--- config.mk ---
export PLATFORM = sky130hd
export DESIGN_NAME = sskc_regs
export DESIGN_NICKNAME = d
export VERILOG_FILES = /design/src/hdl/sskc_pkg.sv /design/src/hdl/sskc_regs.sv
export SDC_FILE = /design/constraint.sdc
export NUM_CORES = 1
export LEC_CHECK = 0
export ABC_AREA = 0
export BUFFER_PORTS_ARGS = -buffer_cell sky130_fd_sc_hd__buf_2
export CORE_ASPECT_RATIO = 1.75
export CORE_UTILIZATION = 50
export DETAILED_ROUTE_END_ITERATION = 10
export PLACE_DENSITY = 0.79
export REMOVE_ABC_BUFFERS = 1
export SYNTH_ARGS = -nofsm -noshare
export SYNTH_HDL_FRONTEND = slang
export SYNTH_SLANG_ARGS = --single-unit
--- constraint.sdc ---
create_clock -name clk -period 1.9 [get_ports clk]
set_input_delay 0.19 -clock clk [delete_from_list [all_inputs] [get_ports clk]]
set_output_delay 0.19 -clock clk [all_outputs]
set_load 0.02 [all_outputs]
--- src/hdl/sskc_pkg.sv ---
// shared types and constants for the stereo soft-knee compressor
package sskc_pkg;

	localparam int SampleBits = 24;
	localparam int GainBits   = 16;
	localparam int DbBits     = 24;
	localparam int AddrBits   = 5;

	// register byte addresses
	localparam logic [AddrBits-1:0] AddrEnable       = 5'd0;
	localparam logic [AddrBits-1:0] AddrInputGain    = 5'd4;
	localparam logic [AddrBits-1:0] AddrOutputGain   = 5'd8;
	localparam logic [AddrBits-1:0] AddrThreshold    = 5'd12;
	localparam logic [AddrBits-1:0] AddrSlope        = 5'd16;
	localparam logic [AddrBits-1:0] AddrKnee         = 5'd20;
	localparam logic [AddrBits-1:0] AddrAlphaAttack  = 5'd24;
	localparam logic [AddrBits-1:0] AddrAlphaRelease = 5'd28;

	// level floor, round(1e-6 * 2^23)
	localparam logic [40:0] LevelFloor = 41'd8;
	localparam logic signed [23:0] DbPerLog2Q16 = 24'sd394566;
	localparam logic signed [23:0] Log2PerDbQ24 = 24'sd2786635;

	typedef struct packed {
		logic                        enable;
		logic [GainBits-1:0]         input_gain;
		logic [GainBits-1:0]         output_gain;
		logic signed [14:0]          threshold_db;
		logic signed [15:0]          slope;
		logic [12:0]                 knee_db;
		logic [15:0]                 alpha_attack;
		logic [15:0]                 alpha_release;
	} cfg_t;

	// datapath operation codes
	typedef enum logic [3:0] {
		OP_NONE,
		OP_LOAD,
		OP_GAIN_L,
		OP_GAIN_R,
		OP_LEVEL,
		OP_LOG_STEP,
		OP_DB,
		OP_CURVE,
		OP_KNEE_MUL,
		OP_DIV_STEP,
		OP_SMOOTH,
		OP_EXP,
		OP_POLY_STEP,
		OP_APPLY_L,
		OP_APPLY_R,
		OP_FINISH
	} op_t;

	typedef struct packed {
		op_t op;
		logic [1:0] sub;
	} cmd_t;

	typedef struct packed {
		logic knee_path;
		logic done_div;
	} sts_t;

endpackage

--- src/hdl/sskc_regs.sv ---
// APB register file holding the compressor settings
module sskc_regs (
	input  logic                                clk,
	input  logic                                arst_n,
	input  logic                                psel,
	input  logic                                penable,
	input  logic                                pwrite,
	input  logic [sskc_pkg::AddrBits-1:0]       paddr,
	input  logic [31:0]                         pwdata,
	output logic [31:0]                         prdata,
	output sskc_pkg::cfg_t                      cfg
);

	sskc_pkg::cfg_t cfg_q;
	logic wr;

	assign wr = psel & penable & pwrite;

	// register writes
	always_ff @(posedge clk or negedge arst_n) begin
		if (!arst_n) begin
			cfg_q.enable        <= 1'b0;
			cfg_q.input_gain    <= 16'd4096;
			cfg_q.output_gain   <= 16'd4096;
			cfg_q.threshold_db  <= 15'sh6C00;
			cfg_q.slope         <= 16'shC000;
			cfg_q.knee_db       <= 13'd0;
			cfg_q.alpha_attack  <= 16'd65000;
			cfg_q.alpha_release <= 16'd65500;
		end else if (wr) begin
			case (paddr)
				sskc_pkg::AddrEnable:       cfg_q.enable        <= pwdata[0];
				sskc_pkg::AddrInputGain:    cfg_q.input_gain    <= pwdata[15:0];
				sskc_pkg::AddrOutputGain:   cfg_q.output_gain   <= pwdata[15:0];
				sskc_pkg::AddrThreshold:    cfg_q.threshold_db  <= pwdata[14:0];
				sskc_pkg::AddrSlope:        cfg_q.slope         <= pwdata[15:0];
				sskc_pkg::AddrKnee:         cfg_q.knee_db       <= pwdata[12:0];
				sskc_pkg::AddrAlphaAttack:  cfg_q.alpha_attack  <= pwdata[15:0];
				sskc_pkg::AddrAlphaRelease: cfg_q.alpha_release <= pwdata[15:0];
				default: ;
			endcase
		end
	end

	// read back
	always_comb begin
		case (paddr)
			sskc_pkg::AddrEnable:       prdata = {31'd0, cfg_q.enable};
			sskc_pkg::AddrInputGain:    prdata = {16'd0, cfg_q.input_gain};
			sskc_pkg::AddrOutputGain:   prdata = {16'd0, cfg_q.output_gain};
			sskc_pkg::AddrThreshold:    prdata = {17'd0, cfg_q.threshold_db};
			sskc_pkg::AddrSlope:        prdata = {16'd0, cfg_q.slope};
			sskc_pkg::AddrKnee:         prdata = {19'd0, cfg_q.knee_db};
			sskc_pkg::AddrAlphaAttack:  prdata = {16'd0, cfg_q.alpha_attack};
			sskc_pkg::AddrAlphaRelease: prdata = {16'd0, cfg_q.alpha_release};
			default:                    prdata = 32'd0;
		endcase
	end

	assign cfg = cfg_q;

endmodule

### Word level (Yosys, flattened, before mapping)

Cells that the tools add are included.

* word-level logic and storage cells: 27
* register bits: 109
* bits of input ports: 42
* output and inout port bits: 141

* reductions and logical operators: 9
* multiplexer cells: 1
* bitwise operators: 2
* equal/unequal tests: 7

Operators with widths (number)
* 16-bit case mux with 8 select lines: 1
* 5-bit == test, second input constant: 4
* 2-bit AND reduction: 8
* 5-bit by 4-bit == test with 1-bit output, second input constant: 2
* 5-bit by 3-bit == test with 1-bit output, second input constant: 1
* 5-bit logical NOT: 1
* 1-bit AND: 2

### Longest topological paths before layout

Gate-level depths: netlist (run 1).

* word-level depth: 3
* mapped depth: 7
* mapped depth without buffers: 4

### Worst setup path before layout (run 1)

Ideal clock, no wire load.

* path type: input-to-output
* start point: in paddr[3] (netlist bit)
* end point: out prdata[15]
* data arrival time: 1.857 ns
* buffers on the path: 3
* data required time: 1.710 ns
* setup slack: -0.147 ns
* stages: 5
* cells stage by stage: buf_1 > buf_2 > clkbuf_1 > nand3_1 > a311oi_1

* word-level cells in the longest chain between the ends: 2
* elaborated cells between the ends (all ways): 9
* those cells by class: eq/ne (7); mux (1); reduce/logical (1)

RTL lines
* from (decl): RTL line sskc_regs.sv:8 `input logic [sskc_pkg::AddrBits-1:0] paddr,`
* 5-bit == test, or another cell as far along: RTL line sskc_regs.sv:47 `case (paddr)`
* 16-bit case mux with 8 select lines (*): RTL line sskc_regs.sv:47
* to (decl): RTL line sskc_regs.sv:10 `output logic [31:0] prdata,`

Every way passes the cells marked *; elsewhere a longest branch is shown, timed or not.

### Worst setup path after layout (run 1)

* start point: reg cfg_q, in the netlist cfg[73]
* end point: out prdata[12]

* word-level cells in the longest chain between the ends: 1

RTL lines
* from (decl): RTL line sskc_regs.sv:14 `sskc_pkg::cfg_t cfg_q;`
* 16-bit case mux with 8 select lines: RTL line sskc_regs.sv:47

Every way passes these cells.

==> summary.txt, run 1 <==
STA
  – Final-report setup violation count: 0
  – Final clock period utilization by the worst path: 98.5%
  – Fmax: 534 MHz
  – Post-layout minimum cycle time: 1.87 ns
  – Max Transition Viols Final: 0
  – Setup repair after global routing missed its margin: false
  – Final number of hold-violating endpoints: 0
  – Worst setup skew after layout: 0 ns

CTS
  – Worst-skew pair later-pin latency: 0.34 ns
  – Clock slew seen by the registers of the worst setup and hold paths: 0.07 ns
  – Clock buffers created by TritonCTS: 9
  – Number of buffers on the longest clock path: 2
  – Clock net sink count: 109
  – TritonCTS clock tree: built
  – H-tree lvl count: 3
  – Root buffer cell: sky130_fd_sc_hd__clkbuf_16

Critical path
  – Critical path class: reg2out
  – Critical path startpoint category: flip-flop
  – Register-to-register setup slack: 1.10 ns
  – End of the worst register-to-register path: cfg[54]
  – Max Fanout on Critical Path: 3
  – Capturing element type of the critical path: output port
  – Peak per-stage delay on the critical path: 0.39 ns
  – Reg2Reg Depth: 1
  – Ordered cell list for the critical path: mux2_2 > a32o_1 > a211o_1 > buf_4
  – Startpoint of the worst-slack reg-to-reg timing path: cfg[54]
  – Data arrival time at the worst-slack endpoint: 1.68 ns
  – Cell with the largest stage delay on the worst path: sky130_fd_sc_hd__dfrtp_1
  – Required time at the endpoint of the critical path: 1.71 ns

Finish
  – Area added between synthesis and finish: 26.0%
  – Inserted Diodes: 0
  – Share of layout cells above drive strength 1: 64.7%
  – Layout filler cell count: 785
  – Number of flip-flops in the largest register: 109
  – Final design utilization: 64.3%
  – Total Nets Final: 598

Detailed routing
  – Mean number of vias per cell: 5.67
  – Final wirelength: 14.1 mm
  – Via count of the routed design: 3902
  – DRT antenna net count: 0
  – First-pass detailed-route iteration total: 5
  – Drt initial violations: 243
  – Post-route DRC violation count: 0
  – WL/cell: 20.6 um

Run status
  – Status: finished, final reports clean

Logic synthesis
  – Biggest area contributors in the synthesized netlist: sky130_fd_sc_hd__dfrtp_1 (37%), sky130_fd_sc_hd__mux2_2 (25%), sky130_fd_sc_hd__dfstp_2 (16%)
  – Count of unique library cells instantiated by Yosys: 35
  – Area share of the largest cell type after synthesis: 36.8%
  – Number of storage elements in the synthesis netlist: 109
  – Largest area contributor in the synthesized netlist: sky130_fd_sc_hd__dfrtp_1
  – Sequential cell area fraction in the yosys report: 52.9%
  – Cell count after synthesis: 382
  – Total standard cell area after synthesis: 5230 um^2
  – Number of warnings printed during yosys synthesis: 0
  – Mapped Avg Cell Area: 13.7 um^2

Floorplan
  – I/O pin cnt: 183
  – Die footprint: 10900 um^2
  – Initial core utilization: 51.1%
  – Placeable core area: 10200 um^2
  – Horizontal die dimension: 79.3 um
  – DIE HEIGHT: 137 um
  – Row Count: 49

Worst hold path
  – Worst Hold Depth: 2
  – Endpoint, Worst Hold: cfg[107]
  – Launch instance of the worst min-delay path: pwdata[15]
  – Class of the tightest hold or removal check: in2reg

Global route
  – Residual overflow from global routing: 0
  – Largest net degree at the start of global routing: 45
  – Antenna violations before repair: 0
  – Combined global-route utilization of all metal layers: 26.5%
  – Global-route wire length before repair: 21.2 mm
  – Number of global-route vias before repair: 3923

Place
  – Number of buffer cells added on primary ports: 150
  – Final HPWL from detailed placement: 10.3 mm
  – Gp weighted congestion: 0.799

Pwr
  – Combinational Power Share: 18.8%
  – Internal power consumption: 0.00391 W
  – Ratio of total power to cell area: 834 nW/um^2
  – Worst IR Drop VDD: 853 uV
  – Share of total power consumed by net switching: 28.8%
  – Power share of the clock group: 32.0%
  – Static leakage: 3.51 nW
  – Net Switching: 0.00158 W
  – Overall power consumption: 0.00550 W
  – Fraction of power consumed by sequential logic: 49.1%

Run
  – Max-capacitance violation count: 0
## power groups by stage
| stage | registers [W] | logic, W | clock network (W) |
|---|---|---|---|
| after floorplan | 0.00296 | 0.000333 | 0 |
| after global placement | 0.00273 | 0.00100 | 0 |
| after detailed placement | 0.00274 | 0.00103 | 0 |
| after CTS | 0.00270 | 0.00104 | 0.00179 |
| after global routing | 0.00272 | 0.00110 | 0.00189 |
| final | 0.00270 | 0.00104 | 0.00176 |
## layout make-up
cell class	instances	area, um^2	share of cell area [%]
Clock buffer	12	256	3.89
Inverter	2	7.51	0.114
Clock inverter	4	22.5	0.342
Tap cell	127	159	2.41
Sequential cell	109	2770	42.0
Multi-Input combinational cell	249	2300	34.9
Timing Repair Buffer	185	1070	16.3
## metrics by stage
stage / hold WS [ns] / cells / area [um^2] / worst slack [ns] / TNS (ns)
after floorplan: -0.106 / 360 / 5060 / -0.176 / -2.74
after global placement: 0.137 / 671 / 6280 / -0.107 / -1.69
after detailed placement: 0.142 / 671 / 6280 / -0.108 / -1.82
after CTS: 0.139 / 688 / 6570 / -0.0676 / -0.403
after global routing: 0.150 / 688 / 6590 / 0.00706 / 0
final: 0.147 / 688 / 6590 / 0.0286 / 0
## placed cells by master, fill, tap and decap left out, types with 2 or more instances in the layout
cell | netlist | routed
sky130_fd_sc_hd__inv_1 | 2 | 2
sky130_fd_sc_hd__conb_1 | 1 | 16
sky130_fd_sc_hd__nand3_1 | 13 | 12
sky130_fd_sc_hd__a211oi_1 | 2 | 2
sky130_fd_sc_hd__mux4_2 | 4 | 4
sky130_fd_sc_hd__buf_4 | 18 | 31
sky130_fd_sc_hd__a31oi_1 | 2 | 2
sky130_fd_sc_hd__nand3b_1 | 2 | 2
sky130_fd_sc_hd__mux2i_1 | 27 | 27
sky130_fd_sc_hd__mux2_2 | 118 | 118
sky130_fd_sc_hd__a22oi_1 | 5 | 5
sky130_fd_sc_hd__nor3_1 | 2 | 2
sky130_fd_sc_hd__clkbuf_16 | 0 | 9
sky130_fd_sc_hd__nand2_1 | 18 | 18
sky130_fd_sc_hd__buf_2 | 9 | 148
sky130_fd_sc_hd__nor4_4 | 3 | 3
sky130_fd_sc_hd__a221oi_1 | 2 | 2
sky130_fd_sc_hd__o221ai_1 | 7 | 7
sky130_fd_sc_hd__clkinv_2 | 0 | 3
sky130_fd_sc_hd__buf_12 | 0 | 4
sky130_fd_sc_hd__o21ai_0 | 8 | 8
sky130_fd_sc_hd__nand3_2 | 2 | 3
sky130_fd_sc_hd__dfstp_2 | 32 | 32
sky130_fd_sc_hd__nor2_1 | 7 | 7
sky130_fd_sc_hd__dfrtp_1 | 77 | 77
sky130_fd_sc_hd__a21oi_1 | 2 | 2
sky130_fd_sc_hd__clkbuf_8 | 0 | 2
## worst max path at each step
stage	startpoint	endpoint	slack, ns	depth (start not counted)
2_1_floorplan	paddr[3]	cfg[45]	-0.18	3
3_3_place_gp	paddr[1]	cfg[53]	-0.11	5
3_5_place_dp	paddr[1]	cfg[49]	-0.11	5
4_1_cts	paddr[1]	prdata[1]	-0.07	8
5_1_grt	cfg[73]	prdata[12]	0.007	4
6_report	cfg[73]	prdata[12]	0.03	4
## cells in the mapped netlist
cell type,count
sky130_fd_sc_hd__o32a_1,1
sky130_fd_sc_hd__mux2_2,118
sky130_fd_sc_hd__nand3_1,13
sky130_fd_sc_hd__a22oi_1,5
sky130_fd_sc_hd__or2_2,1
sky130_fd_sc_hd__a31oi_1,2
sky130_fd_sc_hd__a211o_1,1
sky130_fd_sc_hd__a211oi_1,2
sky130_fd_sc_hd__nor2_1,7
sky130_fd_sc_hd__nand3b_1,2
sky130_fd_sc_hd__a32o_1,1
sky130_fd_sc_hd__conb_1,1
sky130_fd_sc_hd__a311oi_1,1
sky130_fd_sc_hd__inv_1,2
sky130_fd_sc_hd__buf_1,2
sky130_fd_sc_hd__buf_6,1
sky130_fd_sc_hd__dfrtp_1,77
sky130_fd_sc_hd__nand2_1,18
sky130_fd_sc_hd__buf_2,9
sky130_fd_sc_hd__mux4_2,4
sky130_fd_sc_hd__or4b_1,1
sky130_fd_sc_hd__nor4_4,3
sky130_fd_sc_hd__a21oi_1,2
sky130_fd_sc_hd__nand3_2,2
sky130_fd_sc_hd__o21ai_0,8
sky130_fd_sc_hd__clkbuf_1,7
sky130_fd_sc_hd__buf_4,18
sky130_fd_sc_hd__o221ai_1,7
sky130_fd_sc_hd__nand2_2,1
sky130_fd_sc_hd__nor3_1,2
sky130_fd_sc_hd__a221oi_1,2
sky130_fd_sc_hd__nor2b_1,1
sky130_fd_sc_hd__dfstp_2,32
sky130_fd_sc_hd__mux2i_1,27
sky130_fd_sc_hd__nand4b_1,1
## per-layer routing
layer	GRT usage (%)	wire [um]	share of wire (%)
met2	47.5	7800	55
met3	4.83	700	4.9
met5	0	0	0
met1	30.3	5220	37
met4	12.1	427	3.0
## repair_timing
| action | CTS | global route |
|---|---|---|
| buffers inserted | 0 | 1 |
| setup endpoints to repair | 7 | 10 |
| hold endpoints to repair | 22 | 0 |
| hold buffers | 1 | 0 |
| pin swaps | 0 | 1 |
| resized for setup | 0 | 6 |
## kinds of logic after synthesis
family,Yosys count,share of synthesized area (%)
AO/OA/AOI/OAI,32,4.43
AND/OR/NAND/NOR,52,5.84
multiplexers,149,32.3
other,1,0.0717
flip-flops,109,52.9
buffers and inverters,39,4.45
## critical path: cells and delay by family (launching register included)
family                 cells  cell delay, ns
AOI/OAI and AO/OA          2            0.51
DFF                        1            0.39
muxes                      1            0.26
buffers and inverters      1            0.17
No activity file was read; power rests on OpenSTA's default activity.
==> run 2, diff against run 1 <==
CORE_UTILIZATION = 31   (was 50)
PLACE_DENSITY = 0.53   (was 0.79)
==> run 2 against run 1 <==
Total power increased by 3.4%. Sequential share of layout area decreased by 0.92 points. Sequential power about the same. Count of clock-buffer cells in the layout unchanged. Combinational power about the same. First-iteration DRC count decreased by 33%. Critical path type unchanged. Maximum frequency increased by 1.3%. Non-clock buffer count increased by 1. Sequential cell count unchanged. Design area increased by 2.2%. Cell count increased by 14%.
==> summary.txt, run 2 (same netlist as run 1, synthesis figures left out) <==
Finish
  – Layout filler cell count: 1627
  – Total Nets Final: 599
  – Final instance area: 6740 um^2
  – Share of layout cells above drive strength 1: 64.6%
  – Number of flip-flops in the largest register: 109
  – Area of the multi-input gates: 2290 um^2
  – Area added between synthesis and finish: 28.8%
  – Most common cell after layout, fill and taps aside: sky130_fd_sc_hd__buf_2
  – Inserted Diodes: 0
  – Commonest non-fill, non-tap cells in the layout: sky130_fd_sc_hd__buf_2 (148), sky130_fd_sc_hd__mux2_2 (118), sky130_fd_sc_hd__dfrtp_1 (77), sky130_fd_sc_hd__buf_4 (33), sky130_fd_sc_hd__dfstp_2 (32)
  – Total area of sequential cells: 2770 um^2

Critical path
  – Critical path startpoint category: flip-flop
  – End of the worst register-to-register path: cfg[73]
  – Critical path class: reg2out
  – Register-to-register setup slack: 1.02 ns
  – Data arrival time at the worst-slack endpoint: 1.66 ns
  – Capturing element type of the critical path: output port
  – Max Fanout on Critical Path: 2
  – Cell with the largest stage delay on the worst path: sky130_fd_sc_hd__dfrtp_1
  – Bufs and invs on worst path: 1
  – Reg2Reg Depth: 2
  – Peak per-stage delay on the critical path: 0.38 ns
  – Required time at the endpoint of the critical path: 1.71 ns
  – Crit path max-delay family: compound AO/OA/AOI/OAI gates
  – Ordered cell list for the critical path: mux2_2 > a32o_1 > a211o_1 > buf_4
  – Worst setup path startpoint: cfg[73]
  – Startpoint of the worst-slack reg-to-reg timing path: cfg[73]

Place
  – Cell area reported after detailed placement: 6390 um^2
  – Final HPWL from detailed placement: 11.6 mm
  – Pre-CTS setup slack: -0.00800 ns
  – Gp weighted congestion: 0.793
  – Number of buffer cells added on primary ports: 150

Global route
  – Largest net degree at the start of global routing: 55
  – Residual overflow from global routing: 0
  – Combined global-route utilization of all metal layers: 18.4%
  – Number of global-route vias before repair: 3917
  – Global-route wire length before repair: 23.6 mm
  – Antenna violations before repair: 0

Pwr
  – Worst IR Drop VDD: 393 uV
  – Ratio of total power to cell area: 844 nW/um^2
  – Overall power consumption: 0.00568 W
  – Static leakage: 3.53 nW

CTS
  – Clock slew seen by the registers of the worst setup and hold paths: 0.07 ns
  – Clock buffers created by TritonCTS: 9
  – Worst-skew pair later-pin latency: 0.34 ns
  – Number of buffers on the longest clock path: 2
  – Root buffer cell: sky130_fd_sc_hd__clkbuf_16
  – Clock net sink count: 109
  – TritonCTS clock tree: built
  – H-tree lvl count: 3

Run
  – Max-capacitance violation count: 0

Floorplan
  – Initial core utilization: 31.8%
  – Die footprint: 17400 um^2
  – Row Count: 62
  – DIE HEIGHT: 174 um
  – I/O pin cnt: 183
  – Placeable core area: 16400 um^2
  – Horizontal die dimension: 100 um

STA
  – Worst setup skew after layout: 0 ns
  – Fin Setup TNS: 0 ns
  – Final number of hold-violating endpoints: 0
  – Worst Hold Margin: 0.166 ns
  – Setup slack of the critical path after layout: 0.0520 ns
  – Fmax: 541 MHz
  – Final-report setup violation count: 0
  – Final clock period utilization by the worst path: 97.3%
  – Post-layout minimum cycle time: 1.85 ns
  – Max Transition Viols Final: 0

Worst hold path
  – Worst Hold Depth: 2
  – Class of the tightest hold or removal check: in2reg
  – Launch instance of the worst min-delay path: pwdata[15]
  – Endpoint, Worst Hold: cfg[15]

Detailed routing
  – Drt initial violations: 163
  – First-pass detailed-route iteration total: 4
  – Final wirelength: 15.6 mm
  – Mean number of vias per cell: 4.81
  – Via count of the routed design: 3781
  – WL/cell: 19.9 um
  – DRT antenna net count: 0
  – Post-route DRC violation count: 0

Run status
  – Status: finished, final reports clean
-- run 2: cell types whose count changed in the layout (fill, tap and decap cells not counted), sizes merged --
cell      before  now
buf          184  185
bufinv         0    1
clkinvlp       1    0
-- run 2: timing repair --
| action | in CTS | in global routing |
|---|---|---|
| resized for setup | 0 | 2 |
| hold buffers | 1 | 0 |
| endpoints found under the hold margin | 11 | 0 |
| endpoints found under the setup margin | 0 | 5 |
| buffers inserted | 0 | 2 |
-- run 2: worst max-delay path by stage --
stage	to	slack (ns)	cells past startpoint
after floorplan	cfg[45]	-0.18	3
after global placement	prdata[6]	-0.0009	8
after detailed placement	cfg[49]	-0.008	5
after CTS	prdata[6]	0.01	8
after global routing	prdata[12]	-0.005	4
final	prdata[12]	0.05	4
-- run 2: final cells by class --
| type | count | share of cell area [%] |
|---|---|---|
| clock buffer | 12 | 3.96 |
| timing repair buffer | 186 | 16.0 |
| clock inverter | 4 | 0.669 |
| inverter | 2 | 0.111 |
| tap | 224 | 4.16 |
| multi-input combinational | 249 | 34.0 |
| sequential | 109 | 41.1 |
-- run 2: per-layer routing --
layer | share of wire [%] | track usage [%] | wire, um
met5 | 0 | 0 | 0
met4 | 2.3 | 6.94 | 353
met3 | 3.8 | 2.98 | 588
met2 | 53 | 32.8 | 8350
met1 | 40 | 21.9 | 6320
-- run 2: power by group --
group	internal [W]	leakage (nW)	switching (W)
sequential	0.00255	1.38	0.000155
clock	0.00112	0.158	0.000827
combinational	0.000403	1.99	0.000620
total	0.00408	3.53	0.00160
-- run 2: worst reg2reg max path, delay by kind of cell, from the launching register on --
kind / cells / cell delay (ns)
DFF: 1 / 0.38
buffers and inverters: 1 / 0.14
muxes: 1 / 0.25
-- run 2: per-stage QoR --
stage	cells	util (%)
2_1_floorplan	360	-
3_3_place_gp	767	38.9
3_5_place_dp	767	38.9
4_1_cts	784	40.8
5_1_grt	786	41.0
6_report	786	41.0
==> run 3, diff against run 2 <==
==> constraint.sdc (replaced) <==
create_clock -name clk -period 1.9 [get_ports clk]
set_input_delay 0.38 -clock clk [delete_from_list [all_inputs] [get_ports clk]]
set_output_delay 0.38 -clock clk [all_outputs]
set_load 0.02 [all_outputs]
==> run 3 against run 2 <==
The run now ends with negative setup slack left. Worst setup slack worse by 0.14 ns. Non-clock buffer count is 30 higher. Design area is 7.8% higher. Clock skew stayed put. Worst hold slack better by 0.18 ns. Maximum frequency is 7.1% lower. Total power is 0.82% lower. Wire length is 2.2% higher. First-iteration DRC count is 36% lower.
==> summary.txt, run 3 (same netlist as run 1, synthesis figures left out) <==
Critical path
  – Instance count on the critical path: 4
  – Startpoint of the worst-slack reg-to-reg timing path: cfg[73]
  – Reg2Reg Depth: 3
  – Ordered cell list for the critical path: mux2_2 > a32o_1 > a211o_1 > buf_6
  – Capturing element type of the critical path: output port
  – Data arrival time at the worst-slack endpoint: 1.61 ns
  – End of the worst register-to-register path: cfg[73]
  – Register-to-register setup slack: 0.89 ns
  – Critical path startpoint category: flip-flop
  – Required time at the endpoint of the critical path: 1.52 ns
  – Cell with the largest stage delay on the worst path: sky130_fd_sc_hd__dfrtp_1
  – Max Fanout on Critical Path: 3
  – Peak per-stage delay on the critical path: 0.39 ns
  – Crit path max-delay family: compound AO/OA/AOI/OAI gates
  – Critical Path Sink: prdata[12]
  – Bufs and invs on worst path: 1
  – Critical path class: reg2out
  – Worst setup path startpoint: cfg[44]

Finish
  – Post-Layout Cell Count: 816
  – Area added between synthesis and finish: 38.8%
  – Number of flip-flops in the largest register: 109
  – Layout filler cell count: 1609
  – Area of the multi-input gates: 2420 um^2
  – Final instance area: 7260 um^2
  – Inserted Diodes: 0
  – Total Nets Final: 629
  – Share of layout cells above drive strength 1: 69.8%
  – Final design utilization: 44.1%
  – Commonest non-fill, non-tap cells in the layout: sky130_fd_sc_hd__buf_2 (133), sky130_fd_sc_hd__mux2_2 (115), sky130_fd_sc_hd__dfrtp_1 (77), sky130_fd_sc_hd__buf_4 (55), sky130_fd_sc_hd__dfstp_2 (32)
  – Most common cell after layout, fill and taps aside: sky130_fd_sc_hd__buf_2
  – Total area of sequential cells: 2770 um^2

Floorplan
  – Initial core utilization: 31.8%
  – Row Count: 62
  – Die footprint: 17400 um^2
  – DIE HEIGHT: 174 um
  – Horizontal die dimension: 100 um
  – Placeable core area: 16400 um^2
  – I/O pin cnt: 183

Run status
  – Status: complete, but fails checks
  – Failing checks: negative setup slack

Place
  – Number of buffer cells added on primary ports: 150
  – Gp weighted congestion: 0.790
  – Final HPWL from detailed placement: 11.8 mm
  – Dpl cells: 785
  – Cell area reported after detailed placement: 6590 um^2

STA
  – Final number of hold-violating endpoints: 0
  – Setup slack of the critical path after layout: -0.0888 ns
  – Final clock period utilization by the worst path: 105%
  – Final-report setup violation count: 15
  – Post-layout minimum cycle time: 1.99 ns
  – Setup repair after global routing missed its margin: true
  – Max Transition Viols Final: 0
  – Worst setup skew after layout: 0 ns
  – Fmax: 503 MHz

Global route
  – Antenna violations before repair: 0
  – Largest net degree at the start of global routing: 52
  – Global-route wire length before repair: 24.4 mm
  – Number of global-route vias before repair: 4085
  – Residual overflow from global routing: 0
  – Combined global-route utilization of all metal layers: 18.7%

CTS
  – Clock net sink count: 109
  – Clock buffers created by TritonCTS: 9
  – Root buffer cell: sky130_fd_sc_hd__clkbuf_16
  – H-tree lvl count: 3
  – Worst-skew pair later-pin latency: 0.33 ns
  – Clock slew seen by the registers of the worst setup and hold paths: 0.07 ns
  – Number of buffers on the longest clock path: 2
  – TritonCTS clock tree: built

Pwr
  – Worst IR Drop VDD: 433 uV
  – Overall power consumption: 0.00564 W
  – Static leakage: 3.73 nW
  – Ratio of total power to cell area: 777 nW/um^2

Detailed routing
  – WL/cell: 19.6 um
  – Mean number of vias per cell: 4.82
  – Drt initial violations: 105
  – Via count of the routed design: 3930
  – Post-route DRC violation count: 0
  – DRT antenna net count: 0
  – Final wirelength: 16.0 mm
  – First-pass detailed-route iteration total: 4

Worst hold path
  – Worst Hold Depth: 2
  – Class of the tightest hold or removal check: in2reg

Run
  – Max-capacitance violation count: 0
[run 3: layout make-up]
type	instances	area share (%)
Clock inverter	5	0.500
Clock buffer	11	3.34
Sequential cell	109	38.1
Tap cell	224	3.86
Timing Repair Buffer	216	20.8
Multi-Input combinational cell	249	33.3
Inverter	2	0.103
[run 3: report_power, final]
| group | switching (W) | internal (W) |
|---|---|---|
| clock | 0.000844 | 0.000932 |
| sequential | 0.000160 | 0.00255 |
| combinational | 0.000657 | 0.000491 |
[run 3: through the flow]
| step | TNS [ns] | setup WS [ns] | hold slack [ns] |
|---|---|---|---|
| finish | -0.472 | -0.0888 | 0.344 |
| global route | -1.09 | -0.140 | 0.352 |
| CTS | -0.656 | -0.0987 | 0.334 |
| detailed placement | -11.35 | -0.280 | 0.247 |
| global placement | -9.35 | -0.284 | 0.244 |
| floorplan | -7.43 | -0.366 | 0.0844 |
[run 3: metal layers]
| layer | wire length [um] | GRT usage [%] | up-vias | share of wire [%] |
|---|---|---|---|---|
| li1 | - | - | 1781 | - |
| met1 | 6290 | 22.0 | 2010 | 39 |
| met2 | 8740 | 34.3 | 122 | 55 |
| met3 | 650 | 3.35 | 17 | 4.1 |
| met4 | 289 | 5.19 | 0 | 1.8 |
| met5 | 0 | 0 | - | 0 |
[run 3: worst min path at each step]
stage / startpoint / end / slack, ns
after global routing: pwdata[15] / cfg[15] / 0.35
after CTS: pwdata[15] / cfg[107] / 0.33
final: pwdata[15] / cfg[107] / 0.34
after global placement: arst_n / cfg[58] / 0.24
after detailed placement: arst_n / cfg[105] / 0.25
after floorplan: arst_n / cfg[0] / 0.08
[run 3: timing repair]
action / in CTS / in global routing
setup endpoints to repair: 16 / 16
cloned: 1 / 0
buffers inserted: 9 / 4
gates resized for setup: 41 / 22
endpoints found under the hold margin: 8 / 0
hold buffers: 1 / 0
pin swaps: 19 / 7
[run 3: worst reg2reg max path: stages (launching register included)]
cell                      delay, ns
sky130_fd_sc_hd__dfrtp_1       0.39
sky130_fd_sc_hd__buf_4         0.13
sky130_fd_sc_hd__buf_4         0.12
sky130_fd_sc_hd__mux2_2        0.25
