<file path="src/hdl/sskc_pkg.sv">
// shared types and constants for the stereo soft-knee compressor
package sskc_pkg;

	localparam int SampleBits = 24;
	localparam int GainBits   = 16;
	localparam int DbBits     = 24;
	localparam int AddrBits   = 5;

	// register byte addresses
	localparam logic [AddrBits-1:0] AddrEnable       = 5'd0;
	localparam logic [AddrBits-1:0] AddrInputGain    = 5'd4;
	localparam logic [AddrBits-1:0] AddrOutputGain   = 5'd8;
	localparam logic [AddrBits-1:0] AddrThreshold    = 5'd12;
	localparam logic [AddrBits-1:0] AddrSlope        = 5'd16;
	localparam logic [AddrBits-1:0] AddrKnee         = 5'd20;
	localparam logic [AddrBits-1:0] AddrAlphaAttack  = 5'd24;
	localparam logic [AddrBits-1:0] AddrAlphaRelease = 5'd28;

	// level floor, round(1e-6 * 2^23)
	localparam logic [40:0] LevelFloor = 41'd8;
	localparam logic signed [23:0] DbPerLog2Q16 = 24'sd394566;
	localparam logic signed [23:0] Log2PerDbQ24 = 24'sd2786635;

	typedef struct packed {
		logic                        enable;
		logic [GainBits-1:0]         input_gain;
		logic [GainBits-1:0]         output_gain;
		logic signed [14:0]          threshold_db;
		logic signed [15:0]          slope;
		logic [12:0]                 knee_db;
		logic [15:0]                 alpha_attack;
		logic [15:0]                 alpha_release;
	} cfg_t;

	// datapath operation codes
	typedef enum logic [3:0] {
		OP_NONE,
		OP_LOAD,
		OP_GAIN_L,
		OP_GAIN_R,
		OP_LEVEL,
		OP_LOG_STEP,
		OP_DB,
		OP_CURVE,
		OP_KNEE_MUL,
		OP_DIV_STEP,
		OP_SMOOTH,
		OP_EXP,
		OP_POLY_STEP,
		OP_APPLY_L,
		OP_APPLY_R,
		OP_FINISH
	} op_t;

	typedef struct packed {
		op_t op;
		logic [1:0] sub;
	} cmd_t;

	typedef struct packed {
		logic knee_path;
		logic done_div;
	} sts_t;

endpackage

</file>
<file path="src/hdl/sskc_ctrl.sv">
// sequencer that steps the datapath through one sample pair
module sskc_ctrl (
	input  logic            clk,
	input  logic            arst_n,
	input  logic            enable,
	input  logic            in_fire,
	input  logic            out_free,
	input  sskc_pkg::sts_t  sts,
	output sskc_pkg::cmd_t  cmd,
	output logic            busy,
	output logic            done
);

	typedef enum logic [3:0] {
		S_IDLE, S_GAIN, S_LEVEL, S_LOG, S_DB, S_CURVE, S_KNEE, S_DIV,
		S_SMOOTH, S_EXP, S_POLY, S_APPLY, S_OUT, S_WAIT
	} state_t;

	state_t state_q;
	logic [3:0] cnt_q;
	logic en_q;

	// state and step counter
	always_ff @(posedge clk or negedge arst_n) begin
		if (!arst_n) begin
			state_q <= S_IDLE;
			cnt_q   <= 4'd0;
			en_q    <= 1'b0;
		end else begin
			case (state_q)
				S_IDLE: if (in_fire) begin
					en_q    <= enable;
					cnt_q   <= 4'd0;
					state_q <= enable ? S_GAIN : S_APPLY;
				end
				S_GAIN: begin
					cnt_q <= cnt_q + 4'd1;
					if (cnt_q == 4'd1) state_q <= S_LEVEL;
				end
				S_LEVEL: begin
					cnt_q   <= 4'd0;
					state_q <= S_LOG;
				end
				S_LOG: begin
					cnt_q <= cnt_q + 4'd1;
					if (cnt_q == 4'd15) state_q <= S_DB;
				end
				S_DB:    state_q <= S_CURVE;
				S_CURVE: state_q <= S_KNEE;
				S_KNEE:  state_q <= sts.knee_path ? S_DIV : S_SMOOTH;
				S_DIV:   if (sts.done_div) state_q <= S_SMOOTH;
				S_SMOOTH: state_q <= S_EXP;
				S_EXP: begin
					cnt_q   <= 4'd0;
					state_q <= S_POLY;
				end
				S_POLY: begin
					if (cnt_q == 4'd3) begin
						cnt_q   <= 4'd0;
						state_q <= S_APPLY;
					end else
						cnt_q <= cnt_q + 4'd1;
				end
				S_APPLY: begin
					cnt_q <= cnt_q + 4'd1;
					if (cnt_q == 4'd3) state_q <= S_OUT;
				end
				S_OUT: state_q <= out_free ? S_IDLE : S_WAIT;
				S_WAIT: if (out_free) state_q <= S_IDLE;
				default: state_q <= S_IDLE;
			endcase
		end
	end

	// decode of commands
	always_comb begin
		cmd.op  = sskc_pkg::OP_NONE;
		cmd.sub = cnt_q[1:0];
		case (state_q)
			S_IDLE:   if (in_fire) cmd.op = sskc_pkg::OP_LOAD;
			S_GAIN:   cmd.op = cnt_q[0] ? sskc_pkg::OP_GAIN_R : sskc_pkg::OP_GAIN_L;
			S_LEVEL:  cmd.op = sskc_pkg::OP_LEVEL;
			S_LOG:    cmd.op = sskc_pkg::OP_LOG_STEP;
			S_DB:     cmd.op = sskc_pkg::OP_DB;
			S_CURVE:  cmd.op = sskc_pkg::OP_CURVE;
			S_KNEE:   if (sts.knee_path) cmd.op = sskc_pkg::OP_KNEE_MUL;
			S_DIV:    cmd.op = sskc_pkg::OP_DIV_STEP;
			S_SMOOTH: cmd.op = sskc_pkg::OP_SMOOTH;
			S_EXP:    cmd.op = sskc_pkg::OP_EXP;
			S_POLY:   cmd.op = sskc_pkg::OP_POLY_STEP;
			// order: left first multiply, right first, left second, right second
			S_APPLY: begin
				cmd.op  = en_q ? sskc_pkg::OP_APPLY_L : sskc_pkg::OP_APPLY_R;
				cmd.sub = {cnt_q[1], cnt_q[0]};
			end
			default: cmd.op = sskc_pkg::OP_NONE;
		endcase
	end

	assign busy = (state_q != S_IDLE);
	// result is ready from the output state until the output register takes it
	assign done = (state_q == S_OUT) || (state_q == S_WAIT);

endmodule

</file>
<file path="config.mk">
export PLATFORM = sky130hd
export DESIGN_NAME = sskc_ctrl
export DESIGN_NICKNAME = d
export VERILOG_FILES = /design/src/hdl/sskc_pkg.sv /design/src/hdl/sskc_ctrl.sv
export SDC_FILE = /design/constraint.sdc
export NUM_CORES = 1
export LEC_CHECK = 0
export BUFFER_PORTS_ARGS = -buffer_cell sky130_fd_sc_hd__clkbuf_2
export CORE_MARGIN = 3
export CORE_UTILIZATION = 54
export CTS_CLUSTER_DIAMETER = 120
export DETAILED_ROUTE_END_ITERATION = 10
export GPL_TIMING_DRIVEN = 0
export PLACE_DENSITY = 0.87
export SYNTH_ARGS = -nofsm -noshare
export SYNTH_HDL_FRONTEND = slang
export SYNTH_SLANG_ARGS = --single-unit
</file>
<file path="constraint.sdc">
create_clock -name clk -period 2.7 [get_ports clk]
set_clock_uncertainty 0.2 [all_clocks]
set_input_delay 0.27 -clock clk [delete_from_list [all_inputs] [get_ports clk]]
set_output_delay 0.27 -clock clk [all_outputs]
set_load 0.01 [all_outputs]
</file>
# --- Word level (Yosys, flattened, before mapping) ---
# Cells that the tools add are included.
totals:
  reg_bits: 9
  input_bits: 7
  wordCells: 55
classes:
  add_sub_neg: 1
  eq_ne: 23
  muxes: 19
  reduce_logical: 9
ops:
  columns: ["operator", "n"]
  rows:
  - ["$pmux 4 s14", 1]
  - ["$mux 4", 13]
  - ["$pmux 4 s12", 1]
  - ["$eq 4x4->1 const B", 7]
  - ["$eq 4x3->1 const B", 4]
  - ["$pmux 4 s4", 1]
  - ["$ne 2x2->1 const B", 7]
  - ["$eq 4x2->1 const B", 3]
  - ["$eq 4x1->1 const B", 2]
  - ["$reduce_bool 4->1", 2]
  - ["$reduce_and 7->1", 1]
  - ["$add 4x1->4 const B", 1]
  - ["$logic_not 4->1", 1]
  - ["$reduce_and 2->1", 2]
  - ["$reduce_or 3->1", 1]
  - ["$mux 1", 2]
  - ["$mux 2", 1]
  - ["$reduce_or 2->1", 1]
  - ["$logic_or 1x1->1", 1]

# --- Depth between registers and ports, before layout ---
# Gate-level depths: netlist of the first run.
logic_depth:
  ltp_word: 4
  ltp_mapped: 6
  ltp_nobuf: 5

# --- Worst setup path before layout of the first run ---
# Ideal clock, no wire load.
synth_path:
  path_type: "reg2reg"
  from: "reg cnt_q[0]"
  to: "reg state_q[0]"
  setup_time_ns: 0.128
  arrival_ns: 1.813
  required_time_ns: 2.372
  setup_slack_ns: 0.560
  stages_incl_launch_ff: 6
  n_path_buf: 0
  path_cell_list: "dfrtp_1 ha_1 or3b_4 o2bb2ai_4 nor4b_4 mux2_1"
synth_between:
  elab_chain_cells: 3
  word_cells_on_any_way: 8
  cone_classes: "eq/ne (7); reduce/logical (1)"
synth_rtl:
  columns: ["item", "line_no", "text"]
  rows:
  - ["start, declared", "sskc_ctrl.sv:20", "logic [3:0] cnt_q;"]
  - ["start signal, assigned", "sskc_ctrl.sv:37", "cnt_q <= cnt_q + 4'd1;"]
  - ["start signal, assigned", "sskc_ctrl.sv:45", "cnt_q <= cnt_q + 4'd1;"]
  - ["start signal, assigned", "sskc_ctrl.sv:62", "cnt_q <= cnt_q + 4'd1;"]
  - ["$eq 4x2->1, or another cell as far along", "sskc_ctrl.sv:58, sskc_ctrl.sv:66", null]
  - ["$ne 2x2->1 (no source line)", null, null]
  - ["$reduce_and 7->1 (no source line) *", null, null]
  - ["end signal, assigned", "sskc_ctrl.sv:34", "state_q <= enable ? S_GAIN : S_APPLY;"]
  - ["end signal, assigned", "sskc_ctrl.sv:50", "S_KNEE: state_q <= sts.knee_path ? S_DIV : S_SMOOTH;"]
  - ["end signal, assigned", "sskc_ctrl.sv:68", "S_OUT: state_q <= out_free ? S_IDLE : S_WAIT;"]
  - ["end, declared", "sskc_ctrl.sv:19", "state_t state_q;"]
# Every way passes the cells marked *; elsewhere a longest branch is shown, timed or not.
# A chain may end at the register's enable or synchronous reset.

# --- Worst setup path after layout of the first run ---
layout_path:
  from: "reg cnt_q[0]"
  to: "reg state_q[3]"
# Same word-level chain as after synthesis.

==> results of run 1 <==
## cell type report
class | instances | area [µm²] | share of cell area (%)
plain buffers | 10 | 62.6 | 6.47
clock buffers | 4 | 26.3 | 2.72
inverters | 4 | 15.0 | 1.55
multi-input cells | 69 | 539 | 55.8
flip-flops and latches | 9 | 225 | 23.3
well taps | 15 | 18.8 | 1.94
repair buffers | 15 | 80.1 | 8.28
## final timing paths
| path | cells past startpoint | slack [ns] | to | start |
|---|---|---|---|---|
| setup reg to reg | 5 | 0.36 | state_q[3] | cnt_q[0] |
| hold reg to reg | 1 | 0.38 | cnt_q[3] | cnt_q[3] |
| setup / recovery | 5 | 0.36 | state_q[3] | cnt_q[0] |
| max in group asynchronous | 2 | 1.92 | state_q[1] | arst_n |
| hold / removal | 2 | 0.08 | en_q | enable |
| min in group asynchronous | 2 | 0.20 | cnt_q[2] | arst_n |
## logic make-up after synthesis
logic type | share of synthesized area (%)
AND/OR/NAND/NOR | 24.4
multiplexers | 7.73
buffers and inverters | 9.21
flip-flops | 26.7
adder cells (fa/ha/maj) | 2.97
AO/OA/AOI/OAI | 29.0
## sequential cells by signal, indices dropped and copies added, names as in the netlist
register,cells
state_q,4
en_q,1
cnt_q,4
## layout by cell type, fill, tap and decap left out, types with 2 or more instances in the layout
cell type / count
sky130_fd_sc_hd__a21oi_1: 7
sky130_fd_sc_hd__buf_6: 2
sky130_fd_sc_hd__o21ai_0: 3
sky130_fd_sc_hd__nand2_1: 3
sky130_fd_sc_hd__nor2_1: 7
sky130_fd_sc_hd__o22ai_1: 3
sky130_fd_sc_hd__mux2i_1: 2
sky130_fd_sc_hd__clkbuf_4: 3
sky130_fd_sc_hd__buf_2: 2
sky130_fd_sc_hd__inv_1: 4
sky130_fd_sc_hd__o211ai_1: 2
sky130_fd_sc_hd__ha_1: 2
sky130_fd_sc_hd__buf_4: 2
sky130_fd_sc_hd__nor3b_1: 2
sky130_fd_sc_hd__mux2_1: 3
sky130_fd_sc_hd__o2bb2ai_1: 2
sky130_fd_sc_hd__nand2b_1: 6
sky130_fd_sc_hd__clkbuf_2: 14
sky130_fd_sc_hd__nor2b_1: 2
sky130_fd_sc_hd__clkbuf_1: 4
sky130_fd_sc_hd__a21o_1: 2
sky130_fd_sc_hd__o41ai_1: 3
sky130_fd_sc_hd__dfrtp_1: 9
## per-layer routing
metal | global-route usage (%) | share of wire (%) | routed length, µm | vias to the layer above
met4 | 11.1 | 0.46 | 8 | 0
met2 | 30.6 | 50 | 861 | 22
met3 | 2.37 | 4.5 | 78 | 2
li1 | - | - | - | 380
met1 | 24.8 | 45 | 778 | 355
met5 | 0 | 0 | 0 | -
## where the power goes
| group | switching, mW | leakage (nW) | internal, mW |
|---|---|---|---|
| sequential | 0.0500 | 0.113 | 0.196 |
| combinational | 0.494 | 0.306 | 0.416 |
| clock | 0.0375 | 0.0150 | 0.0563 |
| total | 0.582 | 0.433 | 0.668 |
## stage by stage
step,util [%],instances
finish,70.0,126
floorplan,-,92
CTS,70.0,126
global placement,67.3,121
detailed placement,67.3,121
global route,70.0,126
## worst max-delay path: stages (launching register included)
cell,delay (ns)
sky130_fd_sc_hd__dfrtp_1,0.45
sky130_fd_sc_hd__ha_1,0.28
sky130_fd_sc_hd__or3b_4,0.43
sky130_fd_sc_hd__o2bb2ai_4,0.14
sky130_fd_sc_hd__nor4b_4,0.35
sky130_fd_sc_hd__mux2_1,0.38
## repair_timing
item                                   in CTS  in global routing
gates resized for setup                     0                  0
setup endpoints to repair                   0                  0
hold buffers                                1                  0
endpoints found under the hold margin       9                  0
==> impl_summary.txt, run 1 <==
----------------------------------------------------
[STA]
  Total count of max-transition violations in the final report ... 0
  Number of failing setup endpoints in the final timing report ... 0
  Final hold slack ... 0.0847 ns
  Final worst slack ... 0.357 ns
  Total negative setup slack ... 0 ns
  Number of hold violations in the final report ... 0
  Headroom to the max-slew limit ... 71.8%
  Achievable frequency ... 0.427 GHz
  Final Critical Period ... 2.34 ns
  Final period utilization ... 86.8%
  Worst slew pin tran ... 0.423 ns
  Unrepaired setup endpoints after global routing ... false

[Finish]
  P&R area growth vs syn ... 14.9%
  Antenna diode count ... 0
  Layout fillers ... 108
  Layout net count ... 121
  Share of cells above drive strength 1 ... 27.0%
  Total non-filler cell area in the finished layout ... 967 µm²

[Power]
  Leakage ... 0.433 nW
  Worst ir drop on vdd ... 0.799 mV
  Power per cell area ... 1290 nW/µm²
  Total Power Consumption ... 1.25 mW

[Detailed routing]
  Total Wirelength ... 1730 µm
  Detail-routed via count per cell ... 6.02
  # DRC ... 0
  Via count ... 759
  Drt first-iter violations ... 8
  Detailed Routing Iterations Pass 1 ... 4
  Wirelength per Cell ... 13.7 µm
  Number of routed nets with antenna violations ... 0

[Yosys]
  Unique masters post-synth ... 42
  Number of synthesized flops with an enable pin ... 0
  Instance count of the mapped netlist ... 92
  Cell type contributing the most total cell area after synthesis ... sky130_fd_sc_hd__dfrtp_1
  Post-synthesis async set-or-reset flop share ... 100%
  Top cells by instance count after synthesis ... 9 x sky130_fd_sc_hd__dfrtp_1, 7 x sky130_fd_sc_hd__a21oi_1, 7 x sky130_fd_sc_hd__nor2_1
  Top-area cell type share of the netlist area ... 26.7%
  Synth Warn # ... 0
  Post-synth top flop ... sky130_fd_sc_hd__dfrtp_1
  Cell area after synthesis ... 842 µm²
  Most numerous cell in the Yosys netlist ... sky130_fd_sc_hd__dfrtp_1
  Seq cells post-synth ... 9
  Cell types occupying the most area after synthesis ... sky130_fd_sc_hd__dfrtp_1 27%, sky130_fd_sc_hd__nand2b_1 4.5%, sky130_fd_sc_hd__a21oi_1 4.2%
  Syn nets ... 101
  Post-Synthesis Mean Instance Area ... 9.15 µm²
  Sequential area share after synthesis ... 26.7%

[Worst setup path]
  Highest fanout seen on the critical path ... 6
  Worst EP required ... 2.62 ns
  Startpoint kind of the worst setup timing path ... register
  Worst EP arrival ... 2.27 ns
  Type of the worst setup path ... register to register
  Category of the worst setup path capture point ... register

[Global route]
  Overflow left after global routing ... 0
  Via count of the first global-routing pass ... 698
  Pin count of the biggest net entering global routing ... 11
  Global router's overall resource usage ... 19.2%
  Initial antenna violation count ... 0
  First-pass GRT wire length ... 2880 µm

[Worst hold path]
  Min-Delay Path Class ... input pin to register

[Place]
  Placer congestion estimate ... 0.834
  Post-detailed-placement cell area ... 931 µm²
  I/O Buffers ... 14
  HPWL after detailed placement ... 1420 µm
  Worst setup slack after placement ... 0.370 ns

[Floorplanning]
  Core Rows ... 13
  Core box area ... 1380 µm²
  Initial standard-cell utilization of the core ... 60.9%
  Die area ... 2070 µm²
  Horizontal extent of the die ... 45.5 µm
  Count of pins on the block boundary ... 15
  Vertical extent of the die ... 45.5 µm

[Clocking]
  Number of clock sinks seen by CTS ... 9
  Clock transition at path regs ... 0.05 ns
  Root buffer cell ... sky130_fd_sc_hd__clkbuf_4
  CTS H-Tree Depth ... 1
  Clock buffer count from CTS ... 3
  Worst-case clock buffer depth ... 2
  Setup Buffers After CTS ... 0
  TritonCTS clock tree ... yes
  Worst skew pair latency ... 0.25 ns

[Status]
  Outcome ... finished, final reports clean

[Flow run]
  Max Cap Violations ... 0

----------------------------------------------------
Power figures use the tool's default switching activity.
==> run 2, diff against run 1 <==
==> config.mk (replaced) <==
export PLATFORM = sky130hd
export DESIGN_NAME = sskc_ctrl
export DESIGN_NICKNAME = d
export VERILOG_FILES = /design/src/hdl/sskc_pkg.sv /design/src/hdl/sskc_ctrl.sv
export SDC_FILE = /design/constraint.sdc
export NUM_CORES = 1
export LEC_CHECK = 0
export CORE_UTILIZATION = 60
export CTS_CLUSTER_DIAMETER = 120
export DETAILED_ROUTE_END_ITERATION = 10
export DONT_BUFFER_PORTS = 1
export GPL_TIMING_DRIVEN = 0
export PLACE_DENSITY = 0.85
export SYNTH_ARGS = -nofsm -noshare
export SYNTH_HDL_FRONTEND = slang
export SYNTH_SLANG_ARGS = --single-unit
==> constraint.sdc (replaced) <==
create_clock -name clk -period 2.35 [get_ports clk]
set_clock_uncertainty 0.2 [all_clocks]
set_input_delay 0.235 -clock clk [delete_from_list [all_inputs] [get_ports clk]]
set_output_delay 0.235 -clock clk [all_outputs]
set_load 0.01 [all_outputs]
==> run 2 against run 1 <==
Compared with the run above: core utilization is 0.15 points lower; hold slack worse by 0.037 ns; critical path depth stayed put; highest routed layer is now met3; fmax is 3.8% higher; first-iteration DRC count is 50% higher; combinational power is 7.7% higher; non-clock buffer count is 13 lower; die area is 25% lower; wire length is 3.0% higher; worst setup slack worse by 0.26 ns; design area is 6.1% lower; sequential power is 15% higher.
==> impl_summary.txt, run 2 (synthesized netlist as in run 1, its figures left out) <==
----------------------------------------------------
[Status]
  Outcome ... finished, final reports clean

[Worst setup path]
  Highest fanout seen on the critical path ... 6 (unchanged)
  Startpoint kind of the worst setup timing path ... register
  Endpoint of the most critical setup path ... state_q[3]
  Depth of the worst register-to-register path ... 5 (unchanged)
  Reg-to-reg slack, setup ... 0.09 ns (-0.26 ns)
  Worst R2R Start ... cnt_q[0]
  R2r endpoint ... state_q[3]
  Worst EP arrival ... 2.18 ns (-0.09 ns)
  Category of the worst setup path capture point ... register
  Worst EP required ... 2.27 ns (-0.35 ns)
  Start point of the critical path ... cnt_q[0]
  Type of the worst setup path ... register to register

[STA]
  Total count of max-transition violations in the final report ... 0 (unchanged)
  Number of failing setup endpoints in the final timing report ... 0 (unchanged)
  Unrepaired setup endpoints after global routing ... false
  Worst slew pin tran ... 0.428 ns (+0.00487 ns)
  Final period utilization ... 96.0% (+9.3 points)
  Total negative setup slack ... 0 ns (unchanged)
  Achievable frequency ... 0.443 GHz (+3.8%)
  Number of hold violations in the final report ... 0 (unchanged)
  Final Critical Period ... 2.26 ns (-0.0861 ns)
  Headroom to the max-slew limit ... 71.5% (-0.32 points)

[Clocking]
  Root buffer cell ... sky130_fd_sc_hd__clkbuf_4
  Worst skew pair latency ... 0.25 ns (about the same)
  Setup Buffers After CTS ... 0 (unchanged)
  Clock buffer count from CTS ... 3 (unchanged)
  CTS H-Tree Depth ... 1 (unchanged)
  Number of clock sinks seen by CTS ... 9 (unchanged)
  Clock transition at path regs ... 0.05 ns (about the same)
  Worst-case clock buffer depth ... 2 (unchanged)
  TritonCTS clock tree ... yes

[Power]
  Worst ir drop on vdd ... 0.758 mV (-5.0%)
  Total Power Consumption ... 1.37 mW (+9.8%)
  Power per cell area ... 1510 nW/µm² (+17%)
  Leakage ... 0.377 nW (-13%)

[Global route]
  First-pass GRT wire length ... 2620 µm (-9.1%)
  Via count of the first global-routing pass ... 625 (-10%)
  Global router's overall resource usage ... 25.4% (+6.2 points)
  Pin count of the biggest net entering global routing ... 11 (unchanged)
  Initial antenna violation count ... 0 (unchanged)
  Overflow left after global routing ... 0 (unchanged)

[Finish]
  P&R area growth vs syn ... 7.88%
  Layout net count ... 108 (-11%)
  Layout fillers ... 114 (+5.6%)
  Commonest non-fill, non-tap cells in the layout ... 8 x sky130_fd_sc_hd__dfrtp_1, 7 x sky130_fd_sc_hd__nor2_1, 7 x sky130_fd_sc_hd__a21oi_1
  Antenna diode count ... 0 (unchanged)
  Most common library cell in the layout ignoring fill and taps ... sky130_fd_sc_hd__dfrtp_1
  Largest registers ... cnt_q (4), state_q (4), en_q (1)
  Share of cells above drive strength 1 ... 17.3% (-9.7 points)

[Floorplanning]
  Count of pins on the block boundary ... 15 (unchanged)
  Vertical extent of the die ... 39.5 µm (-13%)
  Horizontal extent of the die ... 39.5 µm (-13%)
  Core box area ... 1300 µm² (-5.9%)
  Initial standard-cell utilization of the core ... 64.7% (+3.8 points)
  Die area ... 1560 µm² (-25%)
  Core Rows ... 13 (unchanged)

[Detailed routing]
  Wirelength per Cell ... 15.7 µm (+15%)
  # DRC ... 0 (unchanged)
  Uppermost layer routed ... met3
  Detail-routed via count per cell ... 6.24 (+3.6%)
  Total Wirelength ... 1780 µm (+3.0%)
  Detailed-routed wire length on met2 ... 908 µm (+5.5%)
  Number of routed nets with antenna violations ... 0 (unchanged)
  Via count ... 705 (-7.1%)
  Drt first-iter violations ... 12 (+4)
  Detailed Routing Iterations Pass 1 ... 4 (unchanged)
  Routed length on met3 ... 100 µm (+28%)
  Metal-1 WL ... 768 µm (-1.3%)

[Place]
  Placer congestion estimate ... 0.760 (-8.9%)
  I/O Buffers ... 0 (-14)
  HPWL after detailed placement ... 1370 µm (-3.5%)

[Worst hold path]
  Min-Delay Path Class ... input pin to register

[Flow run]
  Max Cap Violations ... 0 (unchanged)

----------------------------------------------------
[run 2: power breakdown]
part	total (mW)	internal, mW	switching, mW	leakage (nW)
Clock	0.110	0.0648	0.0449	0.0150
Sequential	0.283	0.227	0.0564	0.111
Combinational	0.980	0.428	0.552	0.251
Total	1.37	0.719	0.653	0.377
[run 2: critical path, cell delays in order, from the launching register on]
cell	delay (ns)
sky130_fd_sc_hd__dfrtp_2	0.41
sky130_fd_sc_hd__ha_1	0.24
sky130_fd_sc_hd__or3b_4	0.42
sky130_fd_sc_hd__o2bb2ai_4	0.14
sky130_fd_sc_hd__nor4b_4	0.35
sky130_fd_sc_hd__mux2_1	0.37
[run 2: per-layer routing]
| layer | vias to the layer above | global-route usage (%) |
|---|---|---|
| li1 | 349 | - |
| met1 | 326 | 33.1 |
| met2 | 30 | 41.4 |
| met3 | 0 | 3.41 |
| met4 | 0 | 11.2 |
| met5 | - | 0 |
[run 2: worst min-delay path by stage]
stage | startpoint | endpoint | depth (start not counted)
global route | in_fire | state_q[2] | 2
global placement | arst_n | cnt_q[0] | 0
detailed placement | arst_n | cnt_q[0] | 0
CTS | in_fire | state_q[2] | 2
floorplan | arst_n | cnt_q[0] | 0
finish | in_fire | state_q[2] | 2
[run 2: cell type report]
cell class                 instances  area [µm²]  share of cell area, %
buffer                            10        62.6                   6.89
clock buffer                       4        26.3                   2.89
inverter                           4        15.0                   1.65
multi-input combinational         69         539                   59.4
sequential                         9         226                   24.9
tap                               15        18.8                   2.07
timing repair buffer               2        20.0                   2.20
[run 2: what timing repair did]
item,CTS,global route
hold buffers,2,0
hold endpoints to repair,10,0
endpoints found under the setup margin,0,2
gates resized for setup,0,1
[run 2: per-stage QoR]
step | area (µm²) | instances | util (%) | setup slack [ns] | hold slack, ns
floorplan | 842 | 92 | - | 0.210 | -0.261
global placement | 861 | 107 | 66.2 | 0.0796 | -0.260
detailed placement | 861 | 107 | 66.2 | 0.0651 | -0.260
CTS | 907 | 113 | 69.7 | 0.0566 | 0.0411
global route | 908 | 113 | 69.8 | 0.0409 | 0.0501
finish | 908 | 113 | 69.8 | 0.0931 | 0.0475
==> run 3, diff against run 2 <==
==> constraint.sdc (replaced) <==
create_clock -name clk -period 2.1 [get_ports clk]
set_clock_uncertainty 0.2 [all_clocks]
set_input_delay 0.21 -clock clk [delete_from_list [all_inputs] [get_ports clk]]
set_output_delay 0.21 -clock clk [all_outputs]
set_load 0.01 [all_outputs]
==> run 3 against run 2 <==
Compared with the run above: the run now ends with setup timing left; core utilization is 5.3 points higher; power grew 27%; combinational power is 34% higher; final cell count is 4.4% higher; hold slack worse by 0.0011 ns; sequential share of layout area is 1.8 points lower; register-to-register slack lost 0.09 ns; count of clock-buffer cells in the layout unchanged; worst setup slack worse by 0.094 ns; die area is the same; sequential power is 11% higher; largest cell class unchanged; highest routed layer is now met4.
==> impl_summary.txt, run 3 (synthesized netlist as in run 1, its figures left out) <==
----------------------------------------------------
[Place]
  HPWL after detailed placement ... 1360 µm (-0.48%)
  I/O Buffers ... 0 (unchanged)
  Placer congestion estimate ... 0.770 (+1.3%)

[Worst setup path]
  Category of the worst setup path capture point ... register
  Worst EP required ... 2.03 ns (-0.24 ns)
  Reg-to-reg slack, setup ... -0.001 ns (-0.09 ns)
  R2r endpoint ... state_q[3]
  Startpoint kind of the worst setup timing path ... register
  Highest fanout seen on the critical path ... 3 (-3)
  Depth of the worst register-to-register path ... 7 (+2)
  Worst R2R Start ... cnt_q[0]
  Type of the worst setup path ... register to register
  Worst EP arrival ... 2.03 ns (-0.15 ns)

[Worst hold path]
  Worst Hold End ... state_q[2]
  Number of stages on the worst hold path ... 2 (unchanged)
  Worst hold start ... in_fire
  Min-Delay Path Class ... input pin to register

[Global route]
  Pin count of the biggest net entering global routing ... 11 (unchanged)
  Overflow left after global routing ... 0 (unchanged)
  Via count of the first global-routing pass ... 690 (+10%)
  Global router's overall resource usage ... 27.7% (+2.3 points)
  First-pass GRT wire length ... 2860 µm (+8.9%)
  Initial antenna violation count ... 0 (unchanged)

[STA]
  Number of failing setup endpoints in the final timing report ... 3 (+3)
  Number of hold violations in the final report ... 0 (unchanged)
  Final hold slack ... 0.0464 ns (-0.00108 ns)
  Total count of max-transition violations in the final report ... 0 (unchanged)
  Headroom to the max-slew limit ... 74.6% (+3.1 points)
  Worst slew pin tran ... 0.381 ns (-0.0464 ns)
  Achievable frequency ... 0.476 GHz (+7.4%)
  Final period utilization ... 100% (+4.0 points)
  Final Critical Period ... 2.10 ns (-0.156 ns)
  Unrepaired setup endpoints after global routing ... true
  Final worst slack ... -0.00122 ns (-0.0943 ns)

[Status]
  Outcome ... finished, violations left
  Violated checks ... setup timing

[Finish]
  P&R area growth vs syn ... 16.0%
  Largest registers ... cnt_q (4), state_q (4), en_q (1)
  Layout net count ... 113 (+4.6%)
  Antenna diode count ... 0 (unchanged)
  Commonest non-fill, non-tap cells in the layout ... 8 x sky130_fd_sc_hd__dfrtp_1, 7 x sky130_fd_sc_hd__nor2_1, 7 x sky130_fd_sc_hd__a21oi_1, 7 x sky130_fd_sc_hd__buf_4, 6 x sky130_fd_sc_hd__nand2b_1
  Utilization after layout ... 75.1% (+5.3 points)
  Most common library cell in the layout ignoring fill and taps ... sky130_fd_sc_hd__dfrtp_1
  Share of cells above drive strength 1 ... 30.1% (+13 points)

[Clocking]
  Worst-case clock buffer depth ... 2 (unchanged)
  Clock transition at path regs ... 0.05 ns (about the same)
  Number of clock sinks seen by CTS ... 9 (unchanged)
  Clock buffer count from CTS ... 3 (unchanged)
  CTS H-Tree Depth ... 1 (unchanged)
  Worst skew pair latency ... 0.25 ns (about the same)
  TritonCTS clock tree ... yes
  Root buffer cell ... sky130_fd_sc_hd__clkbuf_4

[Detailed routing]
  Drt first-iter violations ... 14 (+2)
  Number of routed nets with antenna violations ... 0 (unchanged)
  Wirelength per Cell ... 17.2 µm (+9.2%)
  Detail-routed via count per cell ... 6.53 (+4.6%)
  Total Wirelength ... 2030 µm (+14%)
  Via count ... 770 (+9.2%)
  # DRC ... 0 (unchanged)
  Detailed Routing Iterations Pass 1 ... 4 (unchanged)

[Power]
  Internal power of the cells ... 0.939 mW (+30%)
  Power per cell area ... 1780 nW/µm² (+18%)
  Sw Ratio ... 46.2% (-1.4 points)
  Leakage ... 0.426 nW (+13%)
  Gate power share ... 74.9% (+3.5 points)
  Net load switching power ... 0.805 mW (+23%)
  Clk network pwr share ... 7.1% (-0.9 points)
  Worst ir drop on vdd ... 0.960 mV (+27%)
  Relative contribution of sequential cells to total power ... 18.0% (-2.6 points)

[Floorplanning]
  Count of pins on the block boundary ... 15 (unchanged)
  Vertical extent of the die ... 39.5 µm (unchanged)
  Horizontal extent of the die ... 39.5 µm (unchanged)
  Core box area ... 1300 µm² (unchanged)
  Core Rows ... 13 (unchanged)
  Initial standard-cell utilization of the core ... 64.7% (unchanged)
  Die area ... 1560 µm² (unchanged)

[Flow run]
  Max Cap Violations ... 0 (unchanged)

----------------------------------------------------
-- run 3: area by class of cell --
cell class | instances | area [µm²]
timing repair buffer | 7 | 57.6
clock buffer | 4 | 26.3
inverter | 4 | 15.0
sequential | 9 | 226
multi-input combinational | 69 | 566
fill | 97 | 324
buffer | 10 | 67.6
tap | 15 | 18.8
-- run 3: how the worst max path moves through the flow --
stage / start / cells past startpoint / slack, ns / to
CTS: cnt_q[1] / 6 / 0.02 / state_q[0]
detailed placement: cnt_q[0] / 5 / -0.17 / state_q[0]
global route: cnt_q[1] / 6 / -0.04 / state_q[0]
global placement: cnt_q[0] / 5 / -0.12 / state_q[0]
floorplan: cnt_q[0] / 5 / 0.01 / state_q[0]
finish: cnt_q[0] / 7 / -0.001 / state_q[3]
-- run 3: power by group through the flow --
| stage | logic (mW) | registers (mW) | clock network, mW |
|---|---|---|---|
| after global placement | 1.05 | 0.313 | 0 |
| after global routing | 1.41 | 0.320 | 0.136 |
| after floorplan | 0.912 | 0.301 | 0 |
| after detailed placement | 1.08 | 0.320 | 0 |
| after CTS | 1.26 | 0.309 | 0.127 |
| final | 1.31 | 0.314 | 0.123 |
-- run 3: repair_timing --
action                     4_1_cts  5_1_grt
hold endpoints to repair        10        0
pin swaps                        4        2
setup endpoints to repair        4        5
hold buffers                     2        0
setup buffers                    4        1
gates resized for setup          6        7
-- run 3: critical path, cell delays in order, from the launching register on --
cell,delay (ns)
sky130_fd_sc_hd__dfrtp_2,0.42
sky130_fd_sc_hd__ha_4,0.17
sky130_fd_sc_hd__buf_4,0.13
sky130_fd_sc_hd__buf_4,0.14
sky130_fd_sc_hd__a311oi_2,0.37
sky130_fd_sc_hd__nor4b_4,0.09
sky130_fd_sc_hd__buf_4,0.17
sky130_fd_sc_hd__mux2_4,0.30
-- run 3: layer usage --
layer / wire [µm] / GRT usage [%] / up-vias
li1: - / - / 363
met2: 1020 / 49.2 / 26
met1: 900 / 32.7 / 377
met3: 81 / 2.27 / 4
met5: 0 / 0 / -
met4: 29 / 13.8 / 0
-- run 3: per-stage QoR --
step                power (mW)  instance area, µm²  instances   TNS, ns  setup WS (ns)
global placement          1.37                 863        107    -0.340         -0.115
global route              1.87                 977        118    -0.120        -0.0419
detailed placement        1.40                 863        107    -0.511         -0.174
floorplan                 1.21                 845         92         0        0.00989
CTS                       1.69                 963        117         0         0.0170
finish                    1.74                 977        118  -0.00176       -0.00122
